File: config.mk
export PLATFORM = sky130hd
export DESIGN_NAME = srem_kernel
export DESIGN_NICKNAME = d
export VERILOG_FILES = /design/src/rtl/srem_pkg.sv /design/src/rtl/srem_kernel.sv
export SDC_FILE = /design/constraint.sdc
export NUM_CORES = 1
export LEC_CHECK = 0
export ABC_AREA = 1
export ABC_CLOCK_PERIOD_IN_PS = 9200
export BUFFER_PORTS_ARGS = -buffer_cell sky130_fd_sc_hd__buf_2
export CAP_MARGIN = 15
export CORE_MARGIN = 2
export CORE_UTILIZATION = 60
export DETAILED_ROUTE_END_ITERATION = 8
export GPL_ROUTABILITY_DRIVEN = 0
export PLACE_DENSITY = 0.94
export SYNTH_ARGS = -nofsm -noshare
export SYNTH_HDL_FRONTEND = slang
export SYNTH_SLANG_ARGS = --single-unit
File: constraint.sdc
create_clock -name vclk -period 9.2
set_clock_uncertainty 0.05 [all_clocks]
set_input_delay 0.46 -clock vclk [all_inputs]
set_output_delay 0.46 -clock vclk [all_outputs]
set_load 0.03 [all_outputs]
File: src/rtl/srem_pkg.sv
// ----------------------------------------------------------------------------
// srem_pkg
// Shared constants, types and helpers of the gradient magnitude edge filter.
// ----------------------------------------------------------------------------
package srem_pkg;

    localparam int MAX_WIDTH  = 1024;
    localparam int ADDR_W     = $clog2(MAX_WIDTH);
    localparam int PIX_W      = 8;
    localparam int COL_W      = 11;
    localparam int ROW_W      = 16;
    localparam int CFG_DATA_W = 16;
    localparam int CFG_IDX_W  = 2;

    localparam int FIFO_DEPTH = 8;
    localparam int FIFO_PTR_W = $clog2(FIFO_DEPTH);
    localparam int FIFO_CNT_W = FIFO_PTR_W + 1;

    // register indexes
    localparam logic [CFG_IDX_W-1:0] CFG_FRAME_WIDTH     = 2'd0;
    localparam logic [CFG_IDX_W-1:0] CFG_FRAME_HEIGHT    = 2'd1;
    localparam logic [CFG_IDX_W-1:0] CFG_OPERATOR_SELECT = 2'd2;

    localparam logic [COL_W-1:0] FRAME_WIDTH_RST  = 11'd640;
    localparam logic [ROW_W-1:0] FRAME_HEIGHT_RST = 16'd480;

    // operation codes
    localparam logic OP_PIXEL = 1'b0;
    localparam logic OP_FLUSH = 1'b1;

    // operator codes
    localparam logic OPSEL_SOBEL   = 1'b0;
    localparam logic OPSEL_ROBERTS = 1'b1;

    typedef struct packed {
        logic [PIX_W-1:0] top;
        logic [PIX_W-1:0] mid;
        logic [PIX_W-1:0] bot;
    } t_column;

    typedef struct packed {
        t_column left;
        t_column center;
        t_column right;
    } t_window;

    typedef struct packed {
        logic [PIX_W-1:0] edge_value;
        logic             row_end;
        logic             frame_end;
        logic             last_in_step;
    } t_result;

    typedef struct packed {
        logic              pixel;
        logic              drain;
        logic [ADDR_W-1:0] addr;
        logic              top_is_mid;
        logic              en_a;
        logic              en_b;
        logic              c_is1;
        logic              c_ge1;
        logic              k0;
        logic              k_last;
        logic [1:0]        cnt;
    } t_stage1;

    function automatic t_column col_fill(input logic [PIX_W-1:0] top,
                                         input logic [PIX_W-1:0] mid,
                                         input logic [PIX_W-1:0] bot,
                                         input logic             top_is_mid);
        t_column col;
        col.top = top_is_mid ? mid : top;
        col.mid = mid;
        col.bot = bot;
        return col;
    endfunction

endpackage

File: src/rtl/srem_kernel.sv
// ----------------------------------------------------------------------------
// srem_kernel
// Sobel or Roberts cross correlation of a 3x3 window, |gx|+|gy| saturated.
// ----------------------------------------------------------------------------
module srem_kernel (
    input  srem_pkg::t_window           i_window,
    input  logic                        i_opsel,
    output logic [srem_pkg::PIX_W-1:0]  o_mag
);

    logic [9:0]         s_top;
    logic [9:0]         s_bot;
    logic [9:0]         s_left;
    logic [9:0]         s_right;
    logic signed [11:0] gx;
    logic signed [11:0] gy;
    logic [10:0]        ax;
    logic [10:0]        ay;
    logic [11:0]        sum;

    always_comb begin
        s_top   = {2'b00, i_window.left.top} + {1'b0, i_window.center.top, 1'b0}
                + {2'b00, i_window.right.top};
        s_bot   = {2'b00, i_window.left.bot} + {1'b0, i_window.center.bot, 1'b0}
                + {2'b00, i_window.right.bot};
        s_left  = {2'b00, i_window.left.top} + {1'b0, i_window.left.mid, 1'b0}
                + {2'b00, i_window.left.bot};
        s_right = {2'b00, i_window.right.top} + {1'b0, i_window.right.mid, 1'b0}
                + {2'b00, i_window.right.bot};

        if (i_opsel == srem_pkg::OPSEL_ROBERTS) begin
            gx = $signed({4'b0000, i_window.right.bot}) - $signed({4'b0000, i_window.center.mid});
            gy = $signed({4'b0000, i_window.center.bot}) - $signed({4'b0000, i_window.right.mid});
        end else begin
            gx = $signed({2'b00, s_bot}) - $signed({2'b00, s_top});
            gy = $signed({2'b00, s_right}) - $signed({2'b00, s_left});
        end

        ax  = gx[11] ? 11'(-gx) : 11'(gx);
        ay  = gy[11] ? 11'(-gy) : 11'(gy);
        sum = {1'b0, ax} + {1'b0, ay};

        o_mag = (sum > 12'd255) ? 8'hFF : sum[7:0];
    end

endmodule

==> run_results.csv, run 1 <==
group,metric,value,unit
outcome,status,"completed",
layout,area_growth,10.2,%
layout,diodes,0,
place,port_buffers,81,
setup_path,cp-end-kind,"output port",
yosys,yosysUniqueCellTypes,30,
detailed_routing,firstDrtPassIters,7,
global_route,grt_use_total,27.4,%
timing,finalCritPeriodShare,71.3,%
power,sw_frac_of_total,62.8,%
detailed_routing,viasPerCell,5.15,
yosys,yosysWarnings,0,
timing,max_freq,152,MHz
yosys,netlist_area,4800,um2
yosys,synth_top_cell_area_share,27.1,%
power,switching_power,933,uW
power,pwr-share-clk,0,%
timing,fin_tns_setup,0,ps
setup_path,cp_max_fo,12,
floorplanning,io_pins,81,
global_route,overflow,0,
floorplanning,core,7730,um2
setup_path,path_class,"input port to output port",
yosys,syn_avg_cell_area,6.20,um2
place,place_area,5290,um2
yosys,synth_area_leaders,"fa_1, inv_1, nand2_1",
setup_path,startpoint_type,"input port",
floorplanning,fp.dieH,93.5,um
clocking,cts_resized,0,
power,pwr-share-comb,100.0,%
layout,layout-drive-gt1-share,10.6,%
layout,layout.clock_buffers,0,
timing,relSlewSlack,43.5,%
power,powerDensity,281,nW/um2
detailed_routing,wl_per_cell,11.8,um
place,pre_cts_ws,2680,ps
timing,setup_viol_count_final,0,
timing,min_period,6560,ps
global_route,antenna_found_initial,0,
global_route,grt_pass1_wl,19800,um
timing,finalMaxSlewViolations,0,
layout,final-seq-area,0,um2
yosys,synth_area_leader_cell,"fa_1",
detailed_routing,drt-initial-drc-count,318,
setup_path,worstPathRequired,8690,ps
yosys,yosysSeqAreaShare,0,%
yosys,syn_inst,774,
floorplanning,die-area,8730,um2
global_route,grt_start_max_net_pins,27,
flow_run,drv_cap,0,
setup_path,critPathArrivalTime,6050,ps
layout,n_sequential_cell,0,
power,vdd_drop_max,0.152,mV
yosys,synth_nets,965,
power,totalPowerFinal,1.49,mW
timing,tightestPinTransition,847,ps
power,seqPwrFrac,0,%
floorplanning,start_util,62.1,%
setup_path,startpoint,"i_window[51]",
power,leakage,3.37,nW
detailed_routing,vias,4893,
power,intPower,553,uW
floorplanning,num_rows,32,
clocking,postCtsHoldBufs,0,
global_route,grt_pass1_vias,4734,
layout,mostFrequentLayoutCell,"inv_1",
detailed_routing,postRouteWirelength,11200,um
detailed_routing,drc_errors,0,
min_path,min_path_type,"input port to output port",
layout,nets,1041,
clocking,postCtsSetupBuffers,0,
place,dp_hpwl,10000,um
layout,design_area,5290,um2
floorplanning,chipWidth,93.5,um
layout,most-common-layout-cells,"inv_1, nand2_1, nand3_1, buf_2, fa_1",
min_path,min_from,"i_window[32]",
timing,final.setup.worst_slack,2640,ps
timing,finalHoldViolCount,0,
timing,rsz0062_at_grt,"false",
detailed_routing,drtAntennaViolNets,0,
[synthesized netlist by cell type]
| master | instances |
|---|---|
| a31oi_1 | 1 |
| nor3_1 | 4 |
| o21ai_0 | 12 |
| buf_2 | 3 |
| buf_6 | 1 |
| o21bai_1 | 1 |
| nand2_1 | 194 |
| fa_1 | 65 |
| inv_1 | 237 |
| nor3b_2 | 1 |
| clkbuf_1 | 1 |
| ha_1 | 53 |
| nor2_1 | 40 |
| o21ai_1 | 2 |
| o21a_2 | 1 |
| xnor2_1 | 3 |
| nand3_1 | 86 |
| o21ai_2 | 3 |
| a21boi_0 | 2 |
| a21o_1 | 1 |
| buf_4 | 2 |
| inv_2 | 1 |
| o21a_1 | 2 |
| nor2_2 | 2 |
| a21oi_1 | 25 |
| xor2_1 | 14 |
| o22ai_1 | 1 |
| nand3b_1 | 4 |
| a21oi_2 | 1 |
| nand4_1 | 11 |
[path summary, 6_finish.rpt]
check  slack [ps]  cells past startpoint       end
min          1770                      7  o_mag[0]
max          2640                     24  o_mag[5]
[final cells by class]
class,instances,area (um2)
inverters,238,893
fillers,658,2440
multi-input cells,529,3860
repair buffers,81,405
well taps,102,128
[worst max-delay path: stages]
cell and delay (ps):
buf_2 100, inv_1 60, fa_1 500, fa_1 540
inv_1 50, fa_1 570, inv_1 60, ha_1 360
nand2_1 90, nand2_1 60, inv_1 80, nor2_1 50
o21ai_1 110, nand3_1 80, a21oi_1 670, o21ai_0 300
fa_1 490, nand3_1 100, nand3_1 100, a21boi_0 270
o21ai_0 140, a21oi_1 480, nand3_1 130, buf_2 200
[power groups by stage]
stage                     sequential, mW  clock [mW]  combinational (mW)
final                                  0           0                1.49
after global routing                   0           0                1.71
after CTS                              0           0                1.47
after detailed placement               0           0                1.46
after global placement                 0           0                1.43
after floorplan                        0           0                1.18
[kinds of logic after synthesis]
logic type	Yosys count	synth area share, %
AOI/OAI and AO/OA	52	6.18
xor gates and xnor gates	17	3.10
adders and majority gates	118	40.9
buffers and inverters	245	19.5
and+or+nand+nor	342	30.3
[routing by layer]
| layer | GRT usage [%] | vias up | routed length (um) | share of wire, % |
|---|---|---|---|---|
| met5 | 0 | - | 0 | 0 |
| met4 | 7.84 | 0 | 364 | 3.2 |
| met3 | 2.10 | 32 | 747 | 6.7 |
| met2 | 51.8 | 178 | 5580 | 50 |
| met1 | 33.1 | 2223 | 4530 | 40 |
| li1 | - | 2460 | - | - |
[stage by stage]
step | std cells | utilization [%] | hold WS [ps]
CTS | 950 | 68.4 | 1790
detailed placement | 950 | 68.4 | 1780
finish | 950 | 68.4 | 1770
global route | 950 | 68.4 | 1850
floorplan | 774 | - | 1400
global placement | 950 | 68.4 | 1790
(Power assumes the default switching activity.)
==> inputs of run 2 (changes only) <==
- ABC_CLOCK_PERIOD_IN_PS: 9200 -> 6750
- clock period: 9.2 -> 6.75 ns (I/O delays scaled with it)
==> run_results.csv, run 2 (synthesis results as in run 1) <==
group,metric,value,unit
setup_path,critPathArrivalTime,5720,ps
floorplanning,die-area,8730,um2
layout,layout.clock_buffers,0,
global_route,grt_pass1_vias,4859,
detailed_routing,firstDrtPassIters,5,
clocking,postCtsSetupBuffers,0,
global_route,overflow,0,
timing,min_period,6110,ps
layout,nets,1042,
floorplanning,io_pins,81,
clocking,cts_resized,0,
min_path,min_path_cells,7,
detailed_routing,wl_per_cell,12.0,um
detailed_routing,viasPerCell,5.16,
floorplanning,start_util,62.1,%
layout,diodes,0,
floorplanning,num_rows,32,
timing,finalMaxSlewViolations,0,
setup_path,worstPathRequired,6360,ps
global_route,antenna_found_initial,0,
place,port_buffers,81,
global_route,grt_use_total,27.8,%
layout,final-seq-area,0,um2
timing,max_freq,164,MHz
global_route,grt_start_max_net_pins,27,
place,dp_hpwl,10200,um
global_route,met3_usage,1.53,%
global_route,grt_use_met1,32.8,%
power,powerDensity,386,nW/um2
detailed_routing,drtAntennaViolNets,0,
detailed_routing,postRouteWirelength,11400,um
timing,fin_tns_setup,0,ps
min_path,min_to,"o_mag[0]",
flow_run,drv_cap,0,
setup_path,startpoint_type,"input port",
floorplanning,core,7730,um2
layout,most-common-layout-cells,"inv_1, nand2_1, nand3_1, buf_2, fa_1",
global_route,use_met2,55.0,%
floorplanning,fp.dieH,93.5,um
clocking,postCtsHoldBufs,0,
detailed_routing,drt-initial-drc-count,407,
floorplanning,chipWidth,93.5,um
layout,fillerInstances,680,
power,vdd_drop_max,0.195,mV
layout,area_growth,10.3,%
outcome,status,"completed",
layout,mostFrequentLayoutCell,"inv_1",
timing,rsz0062_at_grt,"false",
timing,finalHoldViolCount,0,
global_route,busiest_layer,"met2",
timing,tightestPinTransition,566,ps
layout,multi_input_area,3860,um2
power,leakage,3.37,nW
setup_path,cp-end-kind,"output port",
layout,n_sequential_cell,0,
detailed_routing,drc_errors,0,
timing,finalCritPeriodShare,90.5,%
global_route,grt_pass1_wl,20200,um
timing,relSlewSlack,61.8,%
setup_path,path_class,"input port to output port",
setup_path,cp_max_fo,13,
layout,final_util,68.5,%
detailed_routing,vias,4908,
min_path,min_path_type,"input port to output port",
min_path,min_from,"i_window[32]",
timing,setup_viol_count_final,0,
layout,layout-drive-gt1-share,10.7,%
-- run 2: cell types whose count changed in the layout (fill, tap and decap cells not counted) --
cell   change
buf_4      +1
-- run 2: worst max path at each step --
| stage | startpoint | to | slack, ps | cells after the start |
|---|---|---|---|---|
| 6_report | i_window[19] | o_mag[7] | 640 | 24 |
| 5_1_grt | i_window[19] | o_mag[3] | 190 | 24 |
| 4_1_cts | i_window[19] | o_mag[7] | 660 | 24 |
| 3_5_place_dp | i_window[19] | o_mag[7] | 670 | 24 |
| 3_3_place_gp | i_window[19] | o_mag[3] | 830 | 24 |
| 2_1_floorplan | i_window[19] | o_mag[2] | 1340 | 23 |
-- run 2: area by class of cell --
type	count	share of cell area, %
inverters	238	16.9
multi-input cells	529	72.9
well taps	102	2.41
repair buffers	82	7.80
-- run 2: report_power, final --
part	switching, mW	internal [mW]	leakage (nW)
registers	0	0	0
logic	1.29	0.756	3.37
clock network	0	0	0
-- run 2: stage by stage --
stage                     hold slack [ps]  setup WS, ps  instances  area (um2)  power (mW)
final                                1540           642        951        5300        2.04
after global routing                 1620           187        951        5300        2.34
after CTS                            1550           664        951        5300        2.02
after detailed placement             1550           670        951        5300        2.01
after global placement               1550           827        951        5300        1.96
after floorplan                      1160          1340        774        4800        1.60
-- run 2: worst max-delay path, cell delays in order --
cell	delay, ps
buf_2	100
inv_1	50
fa_1	500
fa_1	540
inv_1	50
fa_1	530
inv_1	40
ha_1	370
nand2_1	90
nand2_1	60
inv_1	90
nor2_1	50
o21ai_1	110
nand3_1	90
a21oi_2	450
o21ai_0	260
fa_1	500
nand3_1	100
nand3_1	100
a21boi_0	290
o21ai_0	160
a21oi_1	480
nand3_1	160
buf_2	210
-- run 2: routing by layer --
metal	wire [um]	share of wire, %
met1	4480	39
met2	5850	51
met3	757	6.6
met4	295	2.6
met5	0	0
