===== src/rtl/srem_pkg.sv =====
// ----------------------------------------------------------------------------
// srem_pkg
// Shared constants, types and helpers of the gradient magnitude edge filter.
// ----------------------------------------------------------------------------
package srem_pkg;

    localparam int MAX_WIDTH  = 1024;
    localparam int ADDR_W     = $clog2(MAX_WIDTH);
    localparam int PIX_W      = 8;
    localparam int COL_W      = 11;
    localparam int ROW_W      = 16;
    localparam int CFG_DATA_W = 16;
    localparam int CFG_IDX_W  = 2;

    localparam int FIFO_DEPTH = 8;
    localparam int FIFO_PTR_W = $clog2(FIFO_DEPTH);
    localparam int FIFO_CNT_W = FIFO_PTR_W + 1;

    // register indexes
    localparam logic [CFG_IDX_W-1:0] CFG_FRAME_WIDTH     = 2'd0;
    localparam logic [CFG_IDX_W-1:0] CFG_FRAME_HEIGHT    = 2'd1;
    localparam logic [CFG_IDX_W-1:0] CFG_OPERATOR_SELECT = 2'd2;

    localparam logic [COL_W-1:0] FRAME_WIDTH_RST  = 11'd640;
    localparam logic [ROW_W-1:0] FRAME_HEIGHT_RST = 16'd480;

    // operation codes
    localparam logic OP_PIXEL = 1'b0;
    localparam logic OP_FLUSH = 1'b1;

    // operator codes
    localparam logic OPSEL_SOBEL   = 1'b0;
    localparam logic OPSEL_ROBERTS = 1'b1;

    typedef struct packed {
        logic [PIX_W-1:0] top;
        logic [PIX_W-1:0] mid;
        logic [PIX_W-1:0] bot;
    } t_column;

    typedef struct packed {
        t_column left;
        t_column center;
        t_column right;
    } t_window;

    typedef struct packed {
        logic [PIX_W-1:0] edge_value;
        logic             row_end;
        logic             frame_end;
        logic             last_in_step;
    } t_result;

    typedef struct packed {
        logic              pixel;
        logic              drain;
        logic [ADDR_W-1:0] addr;
        logic              top_is_mid;
        logic              en_a;
        logic              en_b;
        logic              c_is1;
        logic              c_ge1;
        logic              k0;
        logic              k_last;
        logic [1:0]        cnt;
    } t_stage1;

    function automatic t_column col_fill(input logic [PIX_W-1:0] top,
                                         input logic [PIX_W-1:0] mid,
                                         input logic [PIX_W-1:0] bot,
                                         input logic             top_is_mid);
        t_column col;
        col.top = top_is_mid ? mid : top;
        col.mid = mid;
        col.bot = bot;
        return col;
    endfunction

endpackage


===== src/rtl/srem_out_if.sv =====
// ----------------------------------------------------------------------------
// srem_out_if
// Output channel: edge magnitude transactions with valid/ready handshake.
// ----------------------------------------------------------------------------
interface srem_out_if;
    logic                         valid;
    logic                         ready;
    logic [srem_pkg::PIX_W-1:0]   edge_value;
    logic                         row_end;
    logic                         frame_end;
    logic                         last_in_step;

    modport source (output valid, output edge_value, output row_end, output frame_end,
                    output last_in_step, input ready);
    modport sink   (input valid, input edge_value, input row_end, input frame_end,
                    input last_in_step, output ready);
endinterface


===== src/rtl/srem_out_fifo.sv =====
// ----------------------------------------------------------------------------
// srem_out_fifo
// Result queue: takes up to two results a cycle, hands out one a cycle while o_edge.ready is high.
// ----------------------------------------------------------------------------
module srem_out_fifo (
    input  logic                                i_clk,
    input  logic                                i_rst_n,
    input  logic [1:0]                          i_push_cnt,
    input  srem_pkg::t_result                   i_data0,
    input  srem_pkg::t_result                   i_data1,
    output logic [srem_pkg::FIFO_CNT_W-1:0]     o_count,
    srem_out_if.source                          o_edge
);

    srem_pkg::t_result                    r_mem [srem_pkg::FIFO_DEPTH];
    logic [srem_pkg::FIFO_PTR_W-1:0]      r_wr_ptr;
    logic [srem_pkg::FIFO_PTR_W-1:0]      r_rd_ptr;
    logic [srem_pkg::FIFO_CNT_W-1:0]      r_count;
    logic [srem_pkg::FIFO_PTR_W-1:0]      n_wr_ptr;
    logic [srem_pkg::FIFO_PTR_W-1:0]      n_rd_ptr;
    logic [srem_pkg::FIFO_CNT_W-1:0]      n_count;
    logic [srem_pkg::FIFO_PTR_W-1:0]      wr_ptr1;
    logic                                 pop;
    srem_pkg::t_result                    head;

    always_comb begin
        pop      = o_edge.valid && o_edge.ready;
        wr_ptr1  = r_wr_ptr + 1'b1;
        n_wr_ptr = r_wr_ptr + srem_pkg::FIFO_PTR_W'(i_push_cnt);
        n_rd_ptr = r_rd_ptr + srem_pkg::FIFO_PTR_W'(pop);
        n_count  = r_count + srem_pkg::FIFO_CNT_W'(i_push_cnt)
                 - srem_pkg::FIFO_CNT_W'(pop);
        head     = r_mem[r_rd_ptr];
    end

    always_ff @(posedge i_clk) begin
        if (!i_rst_n) begin
            r_wr_ptr <= '0;
            r_rd_ptr <= '0;
            r_count  <= '0;
        end else begin
            r_wr_ptr <= n_wr_ptr;
            r_rd_ptr <= n_rd_ptr;
            r_count  <= n_count;
        end
    end

    always_ff @(posedge i_clk) begin
        if (i_push_cnt != 2'd0) begin
            r_mem[r_wr_ptr] <= i_data0;
        end
        if (i_push_cnt == 2'd2) begin
            r_mem[wr_ptr1] <= i_data1;
        end
    end

    assign o_count             = r_count;
    assign o_edge.valid        = (r_count != '0);
    assign o_edge.edge_value   = head.edge_value;
    assign o_edge.row_end      = head.row_end;
    assign o_edge.frame_end    = head.frame_end;
    assign o_edge.last_in_step = head.last_in_step;

endmodule


===== src/flat_wrapper.sv =====
// flat-port wrapper written by rule: the top's interface ports become plain ports
module srem_out_fifo_flat 
  (i_clk, i_rst_n, i_push_cnt, i_data0, i_data1, o_count, o_edge_valid, o_edge_edge_value, o_edge_row_end, o_edge_frame_end, o_edge_last_in_step, o_edge_ready);
  srem_out_if o_edge_i ();
  input  logic i_clk;
  input  logic i_rst_n;
  input  logic [1:0] i_push_cnt;
  input  srem_pkg::t_result i_data0;
  input  srem_pkg::t_result i_data1;
  output logic [srem_pkg::FIFO_CNT_W-1:0] o_count;
  output wire logic [$bits(o_edge_i.valid)-1:0] o_edge_valid;
  output wire logic [$bits(o_edge_i.edge_value)-1:0] o_edge_edge_value;
  output wire logic [$bits(o_edge_i.row_end)-1:0] o_edge_row_end;
  output wire logic [$bits(o_edge_i.frame_end)-1:0] o_edge_frame_end;
  output wire logic [$bits(o_edge_i.last_in_step)-1:0] o_edge_last_in_step;
  input wire logic [$bits(o_edge_i.ready)-1:0] o_edge_ready;
  assign o_edge_valid = o_edge_i.valid;
  assign o_edge_edge_value = o_edge_i.edge_value;
  assign o_edge_row_end = o_edge_i.row_end;
  assign o_edge_frame_end = o_edge_i.frame_end;
  assign o_edge_last_in_step = o_edge_i.last_in_step;
  assign o_edge_i.ready = o_edge_ready;
  srem_out_fifo u_core (.i_clk(i_clk), .i_rst_n(i_rst_n), .i_push_cnt(i_push_cnt), .i_data0(i_data0), .i_data1(i_data1), .o_count(o_count), .o_edge(o_edge_i));
endmodule

===== config.mk =====
export PLATFORM = sky130hd
export DESIGN_NAME = srem_out_fifo_flat
export DESIGN_NICKNAME = d
export VERILOG_FILES = /design/src/rtl/srem_pkg.sv /design/src/rtl/srem_out_if.sv /design/src/rtl/srem_out_fifo.sv /design/src/flat_wrapper.sv
export SDC_FILE = /design/constraint.sdc
export NUM_CORES = 1
export LEC_CHECK = 0
export BUFFER_PORTS_ARGS = -buffer_cell sky130_fd_sc_hd__buf_2
export CAP_MARGIN = 20
export CORE_ASPECT_RATIO = 1.5
export CORE_UTILIZATION = 40
export CTS_CLUSTER_DIAMETER = 150
export DETAILED_ROUTE_END_ITERATION = 8
export PLACE_DENSITY_LB_ADDON = 0.25
export SETUP_SLACK_MARGIN = 0.02
export SKIP_LAST_GASP = 1
export SLEW_MARGIN = 20
export SYNTH_ARGS = -nofsm -noshare
export SYNTH_HDL_FRONTEND = slang
export SYNTH_SLANG_ARGS = --single-unit

===== constraint.sdc =====
create_clock -name i_clk -period 3 [get_ports i_clk]
set_input_delay 0.3 -clock i_clk [delete_from_list [all_inputs] [get_ports i_clk]]
set_output_delay 0.3 -clock i_clk [all_outputs]
set_load 0.05 [all_outputs]

==> impl.org <==
** Global routing
- Entering global routing, the biggest net connects 23 pins.
- The number of global-route vias before repair is 3066.
- The number of antenna violations at the first check in global routing was 1.
- In the global route stage, overall resource usage came out at 18.43%.
- The first global-routing pass estimated 17300 µm of wire.
- Summed over all layers, the global routing overflow is 0.

** CTS
- Hold repair after CTS inserted 0 buffers.
- Number of buffers added by the clock tree synthesis step :: 9
- CTS tree :: yes
- Worst-Skew Late Latency :: 0.34 ns
- Clock sink total :: 98
- Counting along the longest clock path gives a buffer depth of 2.
- Clock-pin slew on the worst setup and hold paths :: 0.07 ns
- H-tree level count :: 3
- Post-CTS Setup Inserts :: 0
- Master cell of the clock root buffer :: sky130_fd_sc_hd__clkbuf_16
- Number of resized instances in the post-cts repair step :: 0

** Hold path
- Path class of the lowest-slack min-delay path :: input pin to flip-flop
- Worst min-delay path startpoint :: i_rst_n

** Drt
- After detailed routing, the number of vias per cell comes to 5.431.
- Final wirelength :: 11170 µm
- Number of iterations in the first detailed-routing pass :: 4
- The count of nets left with antenna violations once routing finished came out at 0.
- Drt initial violations :: 191
- The routed layout has 2824 vias.
- After detailed routing, the average wire length per cell comes to 21.47 µm.
- DRC viols :: 0

** Setup path
- Max Fanout on Critical Path :: 22
- The most critical setup path has its startpoint at u_core.r_rd_ptr[1]$_SDFF_PN0_.
- Nature of the critical path endpoint :: output port
- The startpoint identified for the worst register-to-register timing path is u_core.r_wr_ptr[0]$_SDFF_PN0_.
- Slowest-stage cell, CP :: sky130_fd_sc_hd__mux4_2
- Category of the most critical setup path :: flip-flop to output port
- The signal on the critical path passes through buf_4 > mux4_2 > mux2_2 > buf_2.
- CP required :: 2.70 ns
- On the worst path, the slowest cell contributes a delay of 0.61 ns.
- Crit path launch type :: flip-flop
- Data arrival at the endpoint of the critical path :: 2.22 ns

** Timing
- Sum of negative setup slack :: 0 ns
- Tcrit/Tclk final :: 83.90%
- The number of failing hold endpoints at the final stage is 0.
- Unrepaired setup endpoints after global routing :: no
- Setup violations remaining at the end of the flow were counted as 0.
- For the final database, setup skew stands at 0.006160 ns.
- At the pin with the least slew margin, the transition time is 0.9625 ns.
- Headroom to the max-slew limit came out at 35.40%.
- The final max-slew violation count came to 0.
- The worst path needs 2.517 ns of the cycle, external delays included.
- For this run, the top clock speed supported by timing is 397.3 MHz.

** Yosys
- Synthesized net count :: 343
- By area, the combinational part of the netlist is dominated by multiplexers.
- Share of the synthesized area in compound gates (AO/OA/AOI/OAI) :: 1.418%
- Synthesis handed over a netlist of 304 instances.
- In this run the cell area of the synthesized design comes to 5119 µm².
- In this run, synthesis inferred 88 flip-flops with an integrated enable.
- Yosys mapped the design onto 37 distinct sky130hd cell types.
- In this run the biggest area consumer among cell types represents 51.63% of the synthesized area.
- Synth Warn # :: 0
- The largest total area in the synthesized netlist belongs to sky130_fd_sc_hd__edfxtp_1.
- Share of flip-flops with an asynchronous set or reset :: 0%
- The commonest cells after synthesis are sky130_fd_sc_hd__edfxtp_1, sky130_fd_sc_hd__mux2_2, sky130_fd_sc_hd__mux4_2.
- Most numerous cell in the Yosys netlist :: sky130_fd_sc_hd__edfxtp_1
- Portion of the post-synthesis area used by sequential elements :: 55.54%
- Synthesized-area fraction occupied by xor and xnor cells :: 1.149%
- Synthesized-area fraction occupied by adder cells :: 3.227%
- After synthesis the netlist holds a flip-flop and latch count of 98.
- Top cells by area in the synthesized netlist :: sky130_fd_sc_hd__edfxtp_1, sky130_fd_sc_hd__mux2_2, sky130_fd_sc_hd__mux4_2
- Mux share of post-synthesis cell area :: 32.31%
- Dividing the synthesized area by the synthesized cell count gives 16.84 µm².
- Simple-gate area share of the yosys netlist :: 3.569%
- Dominant synthesized flop cell :: sky130_fd_sc_hd__edfxtp_1

** Die
- Standard-cell row count :: 50
- Starting Density :: 41.12%
- Width of the die :: 94.37 µm
- The die covers 13260 µm².
- Total core area :: 12450 µm²
- Boundary pin count :: 43
- In this run the vertical extent of the chip is 140.5 µm.

** Final layout
- Fill cell instance count of the final layout :: 1086
- Antenna diode instance count :: 0
- The multi-input combinational cells in the finished layout cover a total of 2152 µm².
- Core utilization of the finished layout :: 47.19%
- Fraction of layout instances using a drive strength above 1 :: 55.77%
- From synthesis to final layout, the design area changed by 14.76%.
- NumNets Final :: 398
- Sequential cell area in the final layout :: 2843 µm²
- Final cell count without fillers :: 520

** Placed design
- Including well taps, the total number of placed cells is 504.
- The congestion estimate from routability-driven global placement came to 0.7801.
- The count of buffers added on input and output ports is 42.
- Once detailed placement completed, the half-perimeter wirelength came to 7646 µm.

** Outcome
- Run status :: completed

** Power and ir drop
- Total power density per cell area :: 712.7 nW/µm²
- The worst-case IR drop observed on VDD is 520.0 µV.
- Leakage power :: 2.101 nW
- Tot Pwr :: 4.187 mW

** Flow run
- Max-capacitance violation count :: 0
-- metal layers --
metal / global-route usage [%] / vias up / part of all wire [%] / routed length, µm
met5: 0 / - / 0.12 / 13
met4: 8.097 / 2 / 3.0 / 337
li1: - / 1312 / - / -
met2: 31.88 / 67 / 53 / 5898
met1: 21.37 / 1419 / 39 / 4345
met3: 4.289 / 24 / 5.1 / 570
-- layout by cell type (no fill, tap or decap), drive strengths merged, types with 5 or more instances in the layout --
cell     n
dfxtp   10
nand2    7
clkbuf   9
ha      10
buf     59
inv     14
mux4    22
o21ai    5
edfxtp  88
mux2    99
and2     8
-- worst max-delay path: cells and delay by family (launching register included) --
kind,cells,cell delay (ns)
buf+inv,2,0.64
mux,2,0.89
flops,1,0.34
-- registers in the layout (all words and copies together) (netlist names) --
name,flops
u_core.r_mem,88
u_core.o_count,4
u_core.r_rd_ptr,3
u_core.r_wr_ptr,3
-- cell families after synthesis --
group                      count (synthesis)
DFF                                       98
adders and majority gates                 12
AOI/OAI and AO/OA                         12
muxes                                    122
and+or+nand+nor                           28
buffers and inverters                     27
xor gates and xnor gates                   5
-- final timing paths --
path	to	cells after the start	slack (ns)
worst max-delay path	o_edge_edge_value[7]	4	0.48
worst min-delay path	u_core.o_count[1]$_SDFF_PN0_	2	0.30
worst min register to register	u_core.r_rd_ptr[1]$_SDFF_PN0_	2	0.60
worst max register to register	u_core.r_mem[5][7]$_DFFE_PP_	4	0.55
-- stage by stage --
| step | worst slack (ns) | hold slack [ns] | area (µm²) |
|---|---|---|---|
| after global placement | 0.6165 | 0.5693 | 5573 |
| after floorplan | 0.2515 | 0.4547 | 5119 |
| final | 0.4830 | 0.2992 | 5874 |
| after CTS | 0.4349 | 0.2998 | 5874 |
| after global routing | 0.3784 | 0.3111 | 5874 |
| after detailed placement | 0.5106 | 0.5915 | 5573 |
-- power breakdown --
group | switching [mW] | internal (mW)
Sequential | 0.0910 | 1.65
Clock | 0.519 | 0.653
Combinational | 0.773 | 0.499
-- final cells by class --
cell class,count,area share [%]
Sequential cell,98,48.39
Multi-Input combinational cell,179,36.63
Timing Repair Buffer,59,5.751
Clock buffer,9,3.834
Tap cell,156,3.323
Clock inverter,7,1.299
Inverter,12,0.7668
Note: power is estimated with default switching activity, not from simulation.
